File: src/hdl/spicmdrd_pkg.sv
// Package for the SPI command-then-read master.
// Holds the sequencer phase type and the per-tick result struct.
// No dependencies.
`timescale 1ns / 1ps
`default_nettype none

package spicmdrd_pkg;

  typedef enum logic [2:0] {
    PH_IDLE    = 3'd0,
    PH_DESEL   = 3'd1,
    PH_SEL     = 3'd2,
    PH_SEND    = 3'd3,
    PH_GAP     = 3'd4,
    PH_RESEL   = 3'd5,
    PH_READ    = 3'd6,
    PH_RELEASE = 3'd7
  } phase_e;

  localparam int unsigned CfgWidth      = 6;
  localparam logic [5:0]  CmdBitsReset  = 6'd26;
  localparam logic [5:0]  BitsPerByte   = 6'd8;
  localparam int unsigned ResDataWidth  = 16;

  // Result of one tick.
  typedef struct packed {
    logic       cs_n;
    logic       sclk;
    logic       mosi;
    logic       byte_valid;
    logic [7:0] rd_byte;
    logic       last_byte;
    logic       busy;
  } tick_res_t;

endpackage

`default_nettype wire

File: src/hdl/spicmdrd_core.sv
// Sequencer of the SPI command-then-read master: state registers and tick logic.
// Advances one half-bit tick per step request. Depends on spicmdrd_pkg.
`timescale 1ns / 1ps
`default_nettype none

module spicmdrd_core #(
  parameter int unsigned COMMAND_WIDTH = 32
) (
  input  wire                                     clk_i,
  input  wire                                     rst_ni,
  input  wire                                     cfg_we_i,
  input  wire [spicmdrd_pkg::CfgWidth-1:0]        cfg_data_i,
  input  wire                                     step_i,
  input  wire                                     start_req_i,
  input  wire [COMMAND_WIDTH-1:0]                 command_word_i,
  input  wire [7:0]                               read_count_i,
  input  wire                                     miso_level_i,
  output spicmdrd_pkg::tick_res_t                 res_o
);

  spicmdrd_pkg::phase_e phase_q, phase_d;
  logic [COMMAND_WIDTH-1:0] send_shift_q, send_shift_d;
  logic [5:0] bit_index_q, bit_index_d;
  logic [5:0] bit_index_inc;
  logic       second_half_q, second_half_d;
  logic [7:0] receive_shift_q, receive_shift_d;
  logic [7:0] rx_next;
  logic [7:0] bytes_left_q, bytes_left_d;
  logic [7:0] bytes_dec;
  logic       cs_q, cs_d, clk_q, clk_d, mosi_q, mosi_d;
  logic [5:0] command_bits_q;

  always_ff @(posedge clk_i or negedge rst_ni) begin
    if (!rst_ni) begin
      command_bits_q <= spicmdrd_pkg::CmdBitsReset;
    end else if (cfg_we_i) begin
      command_bits_q <= cfg_data_i;
    end
  end

  assign bit_index_inc = bit_index_q + 6'd1;
  assign rx_next       = {receive_shift_q[6:0], miso_level_i};
  assign bytes_dec     = bytes_left_q - 8'd1;

  always_comb begin
    phase_d         = phase_q;
    send_shift_d    = send_shift_q;
    bit_index_d     = bit_index_q;
    second_half_d   = second_half_q;
    receive_shift_d = receive_shift_q;
    bytes_left_d    = bytes_left_q;
    cs_d            = cs_q;
    clk_d           = clk_q;
    mosi_d          = mosi_q;
    res_o           = '0;
    res_o.busy      = 1'b1;

    unique case (phase_q)
      spicmdrd_pkg::PH_IDLE: begin
        if (start_req_i) begin
          send_shift_d    = command_word_i;
          bytes_left_d    = read_count_i;
          bit_index_d     = '0;
          second_half_d   = 1'b0;
          receive_shift_d = '0;
          cs_d            = 1'b1;
          phase_d         = spicmdrd_pkg::PH_DESEL;
        end else begin
          res_o.busy = 1'b0;
        end
      end
      spicmdrd_pkg::PH_DESEL, spicmdrd_pkg::PH_SEL: begin
        cs_d          = 1'b0;
        bit_index_d   = '0;
        second_half_d = 1'b0;
        phase_d       = (command_bits_q == '0) ? spicmdrd_pkg::PH_GAP
                                               : spicmdrd_pkg::PH_SEND;
      end
      spicmdrd_pkg::PH_SEND: begin
        if (!second_half_q) begin
          clk_d         = 1'b1;
          mosi_d        = send_shift_q[0];
          send_shift_d  = send_shift_q >> 1;
          second_half_d = 1'b1;
        end else begin
          clk_d         = 1'b0;
          second_half_d = 1'b0;
          bit_index_d   = bit_index_inc;
          if (bit_index_inc >= command_bits_q) begin
            phase_d = spicmdrd_pkg::PH_GAP;
          end
        end
      end
      spicmdrd_pkg::PH_GAP: begin
        cs_d    = 1'b1;
        phase_d = spicmdrd_pkg::PH_RESEL;
      end
      spicmdrd_pkg::PH_RESEL: begin
        cs_d            = 1'b0;
        bit_index_d     = '0;
        second_half_d   = 1'b0;
        receive_shift_d = '0;
        phase_d         = (bytes_left_q == '0) ? spicmdrd_pkg::PH_RELEASE
                                               : spicmdrd_pkg::PH_READ;
      end
      spicmdrd_pkg::PH_READ: begin
        if (!second_half_q) begin
          clk_d         = 1'b1;
          second_half_d = 1'b1;
        end else begin
          clk_d           = 1'b0;
          second_half_d   = 1'b0;
          receive_shift_d = rx_next;
          bit_index_d     = bit_index_inc;
          if (bit_index_inc >= spicmdrd_pkg::BitsPerByte) begin
            res_o.byte_valid = 1'b1;
            res_o.rd_byte    = rx_next;
            res_o.last_byte  = (bytes_dec == '0);
            bytes_left_d     = bytes_dec;
            bit_index_d      = '0;
            receive_shift_d  = '0;
            if (bytes_dec == '0) begin
              phase_d = spicmdrd_pkg::PH_RELEASE;
            end
          end
        end
      end
      spicmdrd_pkg::PH_RELEASE: begin
        cs_d    = 1'b1;
        phase_d = spicmdrd_pkg::PH_IDLE;
      end
      default: begin
        phase_d = spicmdrd_pkg::PH_IDLE;
      end
    endcase

    res_o.cs_n = cs_d;
    res_o.sclk = clk_d;
    res_o.mosi = mosi_d;
  end

  always_ff @(posedge clk_i or negedge rst_ni) begin
    if (!rst_ni) begin
      phase_q         <= spicmdrd_pkg::PH_IDLE;
      send_shift_q    <= '0;
      bit_index_q     <= '0;
      second_half_q   <= 1'b0;
      receive_shift_q <= '0;
      bytes_left_q    <= '0;
      cs_q            <= 1'b1;
      clk_q           <= 1'b1;
      mosi_q          <= 1'b1;
    end else if (step_i) begin
      phase_q         <= phase_d;
      send_shift_q    <= send_shift_d;
      bit_index_q     <= bit_index_d;
      second_half_q   <= second_half_d;
      receive_shift_q <= receive_shift_d;
      bytes_left_q    <= bytes_left_d;
      cs_q            <= cs_d;
      clk_q           <= clk_d;
      mosi_q          <= mosi_d;
    end
  end

endmodule

`default_nettype wire

File: src/hdl/spi_command_then_read_master.sv
// Usage notes for the SPI command-then-read master.
// Each slave-side request is one half-bit tick of the serial clock: it carries
// a start flag, the command word, the byte count and the sampled MISO level.
// Each tick yields exactly one master-side request with the pin levels
// (chip select, clock, MOSI), the busy flag and, on the last tick of a byte,
// the received byte with tuser set; tlast marks the final byte.
// A tick passes an input register and then an output register before its result
// is presented; the result is taken when the receiver is ready.
// Throughput is one tick per cycle while the receiver is ready; the sequencer
// state advances only when the input register hands a tick on, which the output register allows.
// When the receiver stalls, the output register holds and the input register
// fills, then s_axis_tready drops; no tick is lost or repeated.
// The command bit count register is written over the cfg channel (always
// ready) and should only change while the block is idle.
// Reset leaves chip select, clock and MOSI high, the sequencer idle and the
// command bit count at 26.
// Files: spicmdrd_pkg, spicmdrd_core.
`timescale 1ns / 1ps
`default_nettype none

module spi_command_then_read_master #(
  parameter int unsigned COMMAND_WIDTH = 32,
  localparam int unsigned InWidth = ((COMMAND_WIDTH + 10 + 7) / 8) * 8
) (
  input  wire                                clk_i,
  input  wire                                rst_ni,
  // Configuration write: command_bits.
  input  wire                                cfg_valid_i,
  output logic                               cfg_ready_o,
  input  wire [spicmdrd_pkg::CfgWidth-1:0]   cfg_data_i,
  // tdata from bit 0: start_req, command_word, read_count, miso_level, zero pad.
  input  wire                                s_axis_tvalid,
  output logic                               s_axis_tready,
  input  wire [InWidth-1:0]                  s_axis_tdata,
  // tdata from bit 0: chip_select_n, serial_clock, mosi_level, read_byte,
  // busy_res, zero pad. tuser: byte_valid. tlast: last_byte.
  output logic                               m_axis_tvalid,
  input  wire                                m_axis_tready,
  output logic [spicmdrd_pkg::ResDataWidth-1:0] m_axis_tdata,
  output logic                               m_axis_tuser,
  output logic                               m_axis_tlast
);

  localparam int unsigned ItemWidth = COMMAND_WIDTH + 10;

  logic                 in_valid_q;
  logic [ItemWidth-1:0] in_item_q;
  logic                 step;
  logic                 out_valid_q;
  spicmdrd_pkg::tick_res_t res, out_res_q;

  assign cfg_ready_o   = 1'b1;
  assign step          = in_valid_q && (!out_valid_q || m_axis_tready);
  assign s_axis_tready = !in_valid_q || step;

  always_ff @(posedge clk_i or negedge rst_ni) begin
    if (!rst_ni) begin
      in_valid_q <= 1'b0;
    end else if (s_axis_tready) begin
      in_valid_q <= s_axis_tvalid;
    end
  end

  always_ff @(posedge clk_i) begin
    if (s_axis_tready && s_axis_tvalid) begin
      in_item_q <= s_axis_tdata[ItemWidth-1:0];
    end
  end

  spicmdrd_core #(
    .COMMAND_WIDTH(COMMAND_WIDTH)
  ) u_core (
    .clk_i          (clk_i),
    .rst_ni         (rst_ni),
    .cfg_we_i       (cfg_valid_i),
    .cfg_data_i     (cfg_data_i),
    .step_i         (step),
    .start_req_i    (in_item_q[0]),
    .command_word_i (in_item_q[COMMAND_WIDTH:1]),
    .read_count_i   (in_item_q[COMMAND_WIDTH+8:COMMAND_WIDTH+1]),
    .miso_level_i   (in_item_q[COMMAND_WIDTH+9]),
    .res_o          (res)
  );

  always_ff @(posedge clk_i or negedge rst_ni) begin
    if (!rst_ni) begin
      out_valid_q <= 1'b0;
    end else if (!out_valid_q || m_axis_tready) begin
      out_valid_q <= in_valid_q;
    end
  end

  always_ff @(posedge clk_i) begin
    if (step) begin
      out_res_q <= res;
    end
  end

  assign m_axis_tvalid = out_valid_q;
  assign m_axis_tdata  = {4'b0000, out_res_q.busy, out_res_q.rd_byte,
                          out_res_q.mosi, out_res_q.sclk, out_res_q.cs_n};
  assign m_axis_tuser  = out_res_q.byte_valid;
  assign m_axis_tlast  = out_res_q.last_byte;

endmodule

`default_nettype wire
File: config.mk
export PLATFORM = sky130hd
export DESIGN_NAME = spi_command_then_read_master
export DESIGN_NICKNAME = d
export VERILOG_FILES = /design/src/hdl/spicmdrd_pkg.sv /design/src/hdl/spicmdrd_core.sv /design/src/hdl/spi_command_then_read_master.sv
export SDC_FILE = /design/constraint.sdc
export NUM_CORES = 1
export LEC_CHECK = 0
export BUFFER_PORTS_ARGS = -buffer_cell sky130_fd_sc_hd__buf_4
export CAP_MARGIN = 20
export CORE_MARGIN = 3
export CORE_UTILIZATION = 51
export CTS_CLUSTER_DIAMETER = 120
export CTS_CLUSTER_SIZE = 24
export DETAILED_ROUTE_END_ITERATION = 10
export PLACE_DENSITY = 0.75
export SLEW_MARGIN = 20
export SYNTH_ARGS = -nofsm -noshare
export SYNTH_HDL_FRONTEND = slang
export SYNTH_SLANG_ARGS = --single-unit
File: constraint.sdc
create_clock -name clk_i -period 2.4 [get_ports clk_i]
set_clock_uncertainty 0.15 [all_clocks]
set_input_delay 0.12 -clock clk_i [delete_from_list [all_inputs] [get_ports clk_i]]
set_output_delay 0.12 -clock clk_i [all_outputs]
set_load 0.05 [all_outputs]
# --- After elaboration in Yosys (flattened, before gate mapping) ---
# Cells that the tools add are included.
totals:
  reg_bits: 124
  latch_bits: 0
  mem_bits_rw: 0
  romBits: 0
  in_bits: 59
  out_inout_bits: 21
  word_cells: 100
  memories: 0
classes:
  add_sub_neg: 2
  mul: 0
  n_div: 0
  magnitude_cmp: 2
  n_eq_ne: 14
  n_shift: 0
  mux: 35
  bitwise: 0
  n_reduce_logical: 27
ops:
  columns: ["op", "count"]
  rows:
  - ["$mux 32", 2]
  - ["$pmux 32 s2", 1]
  - ["$mux 6", 4]
  - ["$mux 8", 3]
  - ["$pmux 6 s4", 1]
  - ["$mux 3", 7]
  - ["$mux 7", 3]
  - ["$pmux 3 s7", 1]
  - ["$pmux 7 s3", 1]
  - ["$logic_not 8->1", 2]
  - ["$pmux 8 s2", 1]
  - ["$eq 3x3->1 const B", 4]
  - ["$mux 10", 1]
  - ["$ne 2x1->1 const B", 5]
  - ["$reduce_and 5->1", 2]
  - ["$mux 1", 8]
  - ["$reduce_and 4->1", 2]
  - ["$sub 8x1->8 const B", 1]
  - ["$reduce_and 7->1", 1]
  - ["$add 6x1->6 const B", 1]
  - ["$eq 3x2->1 const B", 2]
  - ["$ge 6x4->1 const B", 1]
  - ["$ge 6x6->1", 1]
  - ["$logic_not 6->1", 1]
  - ["other kinds (14)", 24]

# --- Logic depth before layout (Yosys ltp) ---
# Gate-level depths: netlist (run 1).
depth:
  ltp_word: 6
  mapped_depth: 9
  mapped_depth_nobuf: 9

# --- Cells and area by module ---
# From an unflattened synthesis (run 1), not the netlist that was laid out.
hier_totals:
  hier_cells: 458
  hier_area_um2: 5530.3
modules_own_cells:
  columns: ["module", "n_inst", "cells_each", "area_per_inst_um2", "seq_area_each_um2"]
  rows:
  - ["spicmdrd_core", 1, 387, 3699.8, 1659.1]
  - ["spi_command_then_read_master", 1, 71, 1830.5, 1731.7]

# --- Worst setup path after synthesis (run 1) ---
# OpenSTA, ideal clock, no wires.
synth_timing:
  kind: "register -> register"
  from: "register out_valid_q (netlist: m_axis_tvalid)"
  to: "register in_item_q[0], enable pin"
  setup_time_ns: 0.403
  arrival_ns: 2.213
  required_ns: 1.847
  slack_ns: -0.366
  stages_incl_launch_ff: 3
  n_path_buf: 0
  synth_period_minus_slack_ns: 2.766
  path_cell_list: "dfrtp_1 nand3b_1 and2_1"
synth_between:
  elab_chain_len: 5
synth_rtl:
  columns: ["item", "line", "text"]
  rows:
  - ["start, declared", "spi_command_then_read_master.sv:49", "logic out_valid_q;"]
  - ["start signal, assigned", "spi_command_then_read_master.sv:89", "out_valid_q <= in_valid_q;"]
  - ["$logic_not 1->1", "spi_command_then_read_master.sv:53", "assign step = in_valid_q && (!out_valid_q || m_axis_tready);"]
  - ["$logic_or 1x1->1", "spi_command_then_read_master.sv:53", null]
  - ["$logic_and 1x1->1", "spi_command_then_read_master.sv:53", null]
  - ["$logic_or 1x1->1", "spi_command_then_read_master.sv:54", "assign s_axis_tready = !in_valid_q || step;"]
  - ["named net s_axis_tready", "spi_command_then_read_master.sv:33", "output logic s_axis_tready,"]
  - ["$logic_and 1x1->1", "spi_command_then_read_master.sv:65", "if (s_axis_tready && s_axis_tvalid) begin"]
  - ["end signal, assigned", "spi_command_then_read_master.sv:66", "in_item_q <= s_axis_tdata[ItemWidth-1:0];"]
  - ["end, declared", "spi_command_then_read_master.sv:47", "logic [ItemWidth-1:0] in_item_q;"]
# The timed path passes the listed nets, and every way through them passes these cells.
# A chain may end at the register's enable or synchronous reset.

# --- Worst setup path after layout (run 1) ---
layout_timing:
  from: "register u_core.bit_index_q[0]"
  to: "register u_core.phase_q[2]"
layout_between:
  elab_chain_len: 4
  elab_cells_between_ends: 6
  cone_classes: "add/sub (1); order compare (2); eq/ne (2); reduce/logical (1)"
layout_rtl:
  columns: ["item", "line", "text"]
  rows:
  - ["start, declared", "spicmdrd_core.sv:23", "logic [5:0] bit_index_q, bit_index_d;"]
  - ["start signal, assigned", "spicmdrd_core.sv:156", "bit_index_q <= bit_index_d;"]
  - ["$add 6x1->6 *", "spicmdrd_core.sv:41", "assign bit_index_inc = bit_index_q + 6'd1;"]
  - ["$ge 6x4->1 / $ge 6x6->1 (equally long branches)", "spicmdrd_core.sv:115, spicmdrd_core.sv:89", null]
  - ["$ne 2x1->1 (no line)", null, null]
  - ["$reduce_and 7->1 (no line) *", null, null]
  - ["end signal, assigned", "spicmdrd_core.sv:144", "phase_q <= spicmdrd_pkg::PH_IDLE;"]
  - ["end signal, assigned", "spicmdrd_core.sv:154", "phase_q <= phase_d;"]
  - ["end, declared", "spicmdrd_core.sv:21", "spicmdrd_pkg::phase_e phase_q, phase_d;"]
# Mark *: on every way between the ends. The rest lies on a longest branch, timed or not.

==> results of run 1 <==
-- path summary, 6_finish.rpt --
check / depth (start not counted) / to / from / slack [ns]
worst max-delay path: 9 / u_core.phase_q[2]$_DFFE_PN0P_ / u_core.bit_index_q[0]$_DFFE_PN0P_ / -0.21
worst min-delay path: 2 / u_core.command_bits_q[5]$_DFFE_PN0P_ / rst_ni / 0.1
max in group asynchronous: 2 / u_core.bit_index_q[3]$_DFFE_PN0P_ / rst_ni / 1.39
min in group clk_i: 2 / in_item_q[17]$_DFFE_PP_ / s_axis_tdata[17] / 0.17
worst max register to register: 9 / u_core.phase_q[2]$_DFFE_PN0P_ / u_core.bit_index_q[0]$_DFFE_PN0P_ / -0.21
worst min register to register: 2 / u_core.receive_shift_q[6]$_DFFE_PN0P_ / u_core.receive_shift_q[6]$_DFFE_PN0P_ / 0.32
-- metrics by stage --
stage | TNS [ns] | instances
after CTS | -0.241 | 780
after floorplan | -0.0609 | 487
after detailed placement | -0.348 | 688
after global routing | -1.00 | 783
after global placement | -0.112 | 688
final | -0.591 | 783
-- Yosys cell counts, types with 8 or more instances --
| cell | number | area (sq um) |
|---|---|---|
| mux2i_1 | 33 | 330 |
| nand2_1 | 72 | 270 |
| inv_1 | 14 | 52.6 |
| o21ai_1 | 9 | 45.0 |
| nand2b_1 | 8 | 50.1 |
| clkbuf_1 | 15 | 56.3 |
| edfxtp_1 | 56 | 1680 |
| nor2_1 | 21 | 78.8 |
| dfrtp_1 | 62 | 1550 |
| nor3_1 | 9 | 45.0 |
| ha_1 | 9 | 113 |
| and2_1 | 9 | 56.3 |
| o21ai_0 | 62 | 310 |
-- what timing repair did --
item / in CTS / in global routing
gates resized for setup: 8 / 23
hold buffers: 59 / 0
pin swaps: 10 / 11
setup buffers: 2 / 2
endpoints found under the hold margin: 112 / 0
endpoints found under the setup margin: 3 / 12
cloned: 0 / 1
-- state kept, by name, indices dropped and copies added, names as in the netlist --
signal and count:
in_valid_q 1, u_core.receive_shift_q 7, m_axis_tlast 1, u_core.command_bits_q 6, m_axis_tdata 12, u_core.mosi_q 1, u_core.cs_q 1, u_core.bytes_left_q 8
u_core.bit_index_q 6, u_core.phase_q 3, m_axis_tuser 1, in_item_q 42, u_core.send_shift_q 32, u_core.second_half_q 1, m_axis_tvalid 1, u_core.clk_q 1
-- cells by family (layout without fill, tap and decap cells) --
family,count (synthesis),count (layout)
muxes,37,37
DFF,124,124
buffers and inverters,45,204
AOI/OAI and AO/OA,108,108
adders and majority gates,10,10
other,2,5
and+or+nand+nor,153,154
xor gates and xnor gates,5,5
-- where the power goes --
group          leakage, nW  switching, mW  internal [mW]
registers             1.39          0.398           2.72
logic                 1.73           1.25          0.971
clock network        0.329          0.946           1.96
total                 3.46           2.60           5.65
-- final cells by class --
| class | count | area share |
|---|---|---|
| clock inverter | 13 | 0.0303 |
| tap | 136 | 0.0218 |
| sequential | 124 | 0.434 |
| clock buffer | 19 | 0.0566 |
| multi-input combinational | 319 | 0.274 |
| timing repair buffer | 158 | 0.176 |
| inverter | 14 | 0.00673 |
-- metal layers --
layer / wire length (um) / vias up / global-route usage
li1: - / 2031 / -
met1: 4890 / 2087 / 0.253
met2: 6960 / 179 / 0.371
met3: 652 / 41 / 0.0513
met4: 340 / 0 / 0.0915
met5: 0 / - / 0
==> flow_summary.json, run 1 <==
{
  "outcome": "complete, but fails checks",
  "violations": "negative setup slack",
  "start_util": 0.530,
  "fp.coreArea_sq_um": 10500,
  "wl_per_cell_um": 16.4,
  "dp_slack_ns": -0.148,
  "critPathKind": "register to register",
  "cap_violations": 0,
  "clock-sinks": 124,
  "root_buffer": "clkbuf_8",
  "ctsHtreeMaxLevel": 4,
  "finalSetupViolations": 3,
  "layout-drive-gt1-share": 0.269,
  "dieWidth_um": 110,
  "ys_seq_area_frac": 0.611,
  "crit_family": "compound AO/OA/AOI/OAI gates",
  "synthXorXnorAreaFrac": 0.00925,
  "placed_cell_area_sq_um": 6340,
  "slowest_delay_ns": 0.41,
  "crit_fanout": 4,
  "min_period_ns": 2.61,
  "ys_types": 58,
  "crit_path_start_kind": "register",
  "holdCritPathClass": "primary input to asynchronous set/reset pin",
  "fin_util": 0.746,
  "antenna_left": 0,
  "netlist_instances": 484,
  "die_height_um": 110,
  "io_pins": 80,
  "grt.overflow.total": 0,
  "drc": 0,
  "fin_ws_ns": -0.215,
  "vias_per_cell": 5.54,
  "finalWirelength_um": 12800,
  "gr-usage-all-layers": 0.214,
  "max_slew.worst_pin.slew_ns": 0.891,
  "synthFlopType": "dfrtp_1",
  "vias": 4338,
  "synthArstFlopShare": 0.548,
  "avgSynthCellArea_sq_um": 11.5,
  "firstDrtPassIters": 6,
  "grt_max_degree": 69,
  "syn2layout_area_growth_pct": 40.7,
  "rsz0062_at_grt": "true",
  "die-area_sq_um": 12200,
  "cts_buffers": 17,
  "multi_input_area_sq_um": 2140,
  "synth_top_family_by_area": "simple AND/OR/NAND/NOR gates",
  "detail_route.iter0.violations": 248,
  "finalMaxSlewViolations": 0,
  "cp_slowest_cell": "or3_4",
  "synthSimpleGateAreaFrac": 0.134,
  "power_density_nw_per_um2": 1060,
  "arrival_ns": 2.86,
  "relSlewSlack": 0.406,
  "synth_area_sq_um": 5550,
  "synth_edf_count": 56,
  "grt_first_pass_wirelength_um": 19800,
  "cts_buffer_depth": 2,
  "gp_congestion": 0.817,
  "peakVddDrop_mv": 0.537,
  "yosys.area_share.adder": 0.0221,
  "critical_path_buf_inv_count": 0,
  "leakage_nw": 3.46,
  "fin_nets": 702,
  "cp.required_ns": 2.65,
  "crit_chain": "and3_4, nand3_4, xnor2_2, ha_1, o21ai_2, a221oi_2, o41ai_4, or3_4, o22a_1",
  "mostFrequentLayoutCells": "buf_4 (93), nand2_1 (71), dfrtp_1 (62)",
  "synth_seq_cells": 124,
  "hold_viol": 0,
  "seq_area_sq_um": 3390,
  "synth_compound_area_frac": 0.116,
  "antenna_found_initial": 0,
  "fmax_mhz": 382,
  "fin_crit_sh": 1.09,
  "ys_warn_count": 0,
  "muxShareOfSynthArea": 0.0677,
  "num_rows": 37,
  "clock_latency_ns": 0.51,
  "whs_ns": 0.0982,
  "postLayoutCellArea_sq_um": 7810,
  "num_antenna_cells": 0,
  "cts_tree": "built",
  "fill_cells": 635,
  "end_kind": "register",
  "grt_pass1_vias": 4299,
  "clk_pin_slew_ns": 0.06,
  "port_buffers": 68,
  "final_common_cell": "buf_4",
  "hpwl_um": 7070,
  "finalPower_mw": 8.25
}
Power figures use the tool's default switching activity.
==> run 2: changes to the inputs <==
BUFFER_PORTS_ARGS = -buffer_cell sky130_fd_sc_hd__buf_2   (was -buffer_cell sky130_fd_sc_hd__buf_4)
==> run 2 against run 1 <==
  * The run still ends with negative setup slack left
  * Worst setup slack got worse by 0.0016 ns
  * Sequential share of layout area increased by 1.5 points
  * Die area unchanged
  * Critical path depth unchanged
  * Core utilization decreased by 2.5 points
  * Final area decreased by 3.4%
  * Worst hold slack got worse by 0.075 ns
  * Combinational power decreased by 3%
  * Sequential power about the same
  * Via count decreased by 2.0%
  * Critical path type unchanged
  * Largest cell class unchanged
==> flow_summary.json, run 2 (synthesis results as in run 1) <==
{
  "use_met2": 0.367,
  "clock-sinks": 124,
  "drc": 0,
  "tns_ns": -0.570,
  "cap_violations": 0,
  "fin_ws_ns": -0.216,
  "fin_nets": 709,
  "grt.overflow.total": 0,
  "min_period_ns": 2.62,
  "gp_congestion": 0.831,
  "critPathKind": "register to register",
  "relSlewSlack": 0.574,
  "finalSetupViolations": 4,
  "vias": 4251,
  "finalMaxSlewViolations": 0,
  "cts_buffers": 17,
  "syn2layout_area_growth_pct": 36.0,
  "met1_usage": 0.265,
  "max_slew.worst_pin.slew_ns": 0.638,
  "detail_route.iter0.violations": 222,
  "met3_usage": 0.0478,
  "crit_fanout": 5,
  "fin_util": 0.721,
  "finalWirelength_um": 12500,
  "arrival_ns": 2.85,
  "num_rows": 37,
  "io_pins": 80,
  "cp.required_ns": 2.64,
  "ctsHtreeMaxLevel": 4,
  "grt_first_pass_wirelength_um": 20200,
  "gr-usage-all-layers": 0.216,
  "clk_pin_slew_ns": 0.06,
  "fp.coreArea_sq_um": 10500,
  "vias_per_cell": 5.38,
  "firstDrtPassIters": 5,
  "grt_pass1_vias": 4281,
  "postLayoutCellArea_sq_um": 7540,
  "antenna_found_initial": 0,
  "rsz0062_at_grt": "true",
  "cts_tree": "built",
  "largest_reg_flops": 42,
  "r2r_start": "u_core.bit_index_q[1]$_DFFE_PN0P_",
  "layout-drive-gt1-share": 0.257,
  "peakVddDrop_mv": 0.753,
  "hold_viol": 0,
  "final_common_cell": "nand2_1",
  "die_height_um": 110,
  "clock_latency_ns": 0.50,
  "holdCritPathClass": "primary input to asynchronous set/reset pin",
  "largest_register": "in_item_q",
  "end_kind": "register",
  "dieWidth_um": 110,
  "port_buffers": 68,
  "wl_per_cell_um": 15.8,
  "fill_cells": 659,
  "seq_area_sq_um": 3390,
  "num_antenna_cells": 0,
  "violations": "negative setup slack",
  "antenna_left": 0,
  "grt_max_degree": 65,
  "die-area_sq_um": 12200,
  "root_buffer": "clkbuf_8",
  "hpwl_um": 7220,
  "start_util": 0.530,
  "r2r_setup_slack_ns": -0.22,
  "fmax_mhz": 382,
  "r2r_end": "u_core.phase_q[2]$_DFFE_PN0P_",
  "ff2ff_path_depth": 9,
  "multi_input_area_sq_um": 2090,
  "placed_cell_area_sq_um": 6190,
  "setup.worst_path.start": "u_core.bit_index_q[1]$_DFFE_PN0P_",
  "mostFrequentLayoutCells": "nand2_1 (72), buf_2 (68), dlygate4sd3_1 (62)",
  "power_density_nw_per_um2": 1030,
  "fin_crit_sh": 1.09,
  "cts_buffer_depth": 2,
  "crit_path_start_kind": "register",
  "leakage_nw": 3.36,
  "busiest_layer": "met2",
  "outcome": "complete, but fails checks"
}
==> run 2: cell count changes in the layout (fill, tap and decap cells not counted), moves of 2 or more <==
cell           change
dlygate4sd3_1      +3
o41ai_1            +2
o21ai_1            +4
bufinv_16          -3
buf_2             +68
clkinv_1           +2
buf_6              -4
clkbuf_1           +3
buf_4             -60
o21ai_2            -4
==> run 2: metrics by stage <==
stage	setup WS [ns]	std cells	hold slack [ns]	power (mW)
2_1_floorplan	-0.0416	487	-0.326	4.44
3_3_place_gp	-0.0697	691	0.0309	4.87
3_5_place_dp	-0.200	691	0.0299	4.99
4_1_cts	-0.119	785	0.0466	7.65
5_1_grt	-0.334	790	0.111	8.21
6_report	-0.216	790	0.0232	7.79
==> run 2: repair_timing <==
item                                    4_1_cts  5_1_grt
pin swaps                                     6        9
endpoints found under the setup margin        3       24
gates resized for setup                       5       15
setup buffers                                 1        4
endpoints found under the hold margin       116        0
cloned                                        0        1
hold buffers                                 62        0
==> run 2: cell type report <==
| cell class | count | share of cell area |
|---|---|---|
| sequential | 124 | 0.450 |
| multi-input combinational | 319 | 0.277 |
| timing repair buffer | 165 | 0.166 |
| clock buffer | 22 | 0.0600 |
| tap | 136 | 0.0226 |
| clock inverter | 10 | 0.0184 |
| inverter | 14 | 0.00697 |
==> run 2: worst max-delay path by stage <==
stage / to / slack (ns) / cells past startpoint
global route: u_core.phase_q[2]$_DFFE_PN0P_ / -0.33 / 9
global placement: u_core.phase_q[2]$_DFFE_PN0P_ / -0.07 / 10
finish: u_core.phase_q[2]$_DFFE_PN0P_ / -0.22 / 9
floorplan: u_core.phase_q[2]$_DFFE_PN0P_ / -0.04 / 9
detailed placement: u_core.phase_q[1]$_DFFE_PN0P_ / -0.20 / 10
CTS: u_core.phase_q[1]$_DFFE_PN0P_ / -0.12 / 9
==> run 2: power breakdown <==
group          switching [mW]  leakage [nW]  internal (mW)
Combinational            1.23          1.69          0.923
Clock                   0.894         0.281           1.64
Sequential              0.392          1.39           2.72
Total                    2.51          3.36           5.28
==> run 2: routing by layer <==
layer	routed length, um	share of wire
met4	398	0.032
met2	6250	0.50
met5	0	0
met1	5100	0.41
met3	713	0.057
==> run 2: critical path, stage by stage (launching register included) <==
cell and delay, ns:
dfrtp_1 0.39, buf_4 0.17, ha_4 0.17, xor2_1 0.19
ha_2 0.31, o21ai_2 0.22, o21bai_2 0.12, o41ai_4 0.46
nor4b_2 0.11, o22a_1 0.21
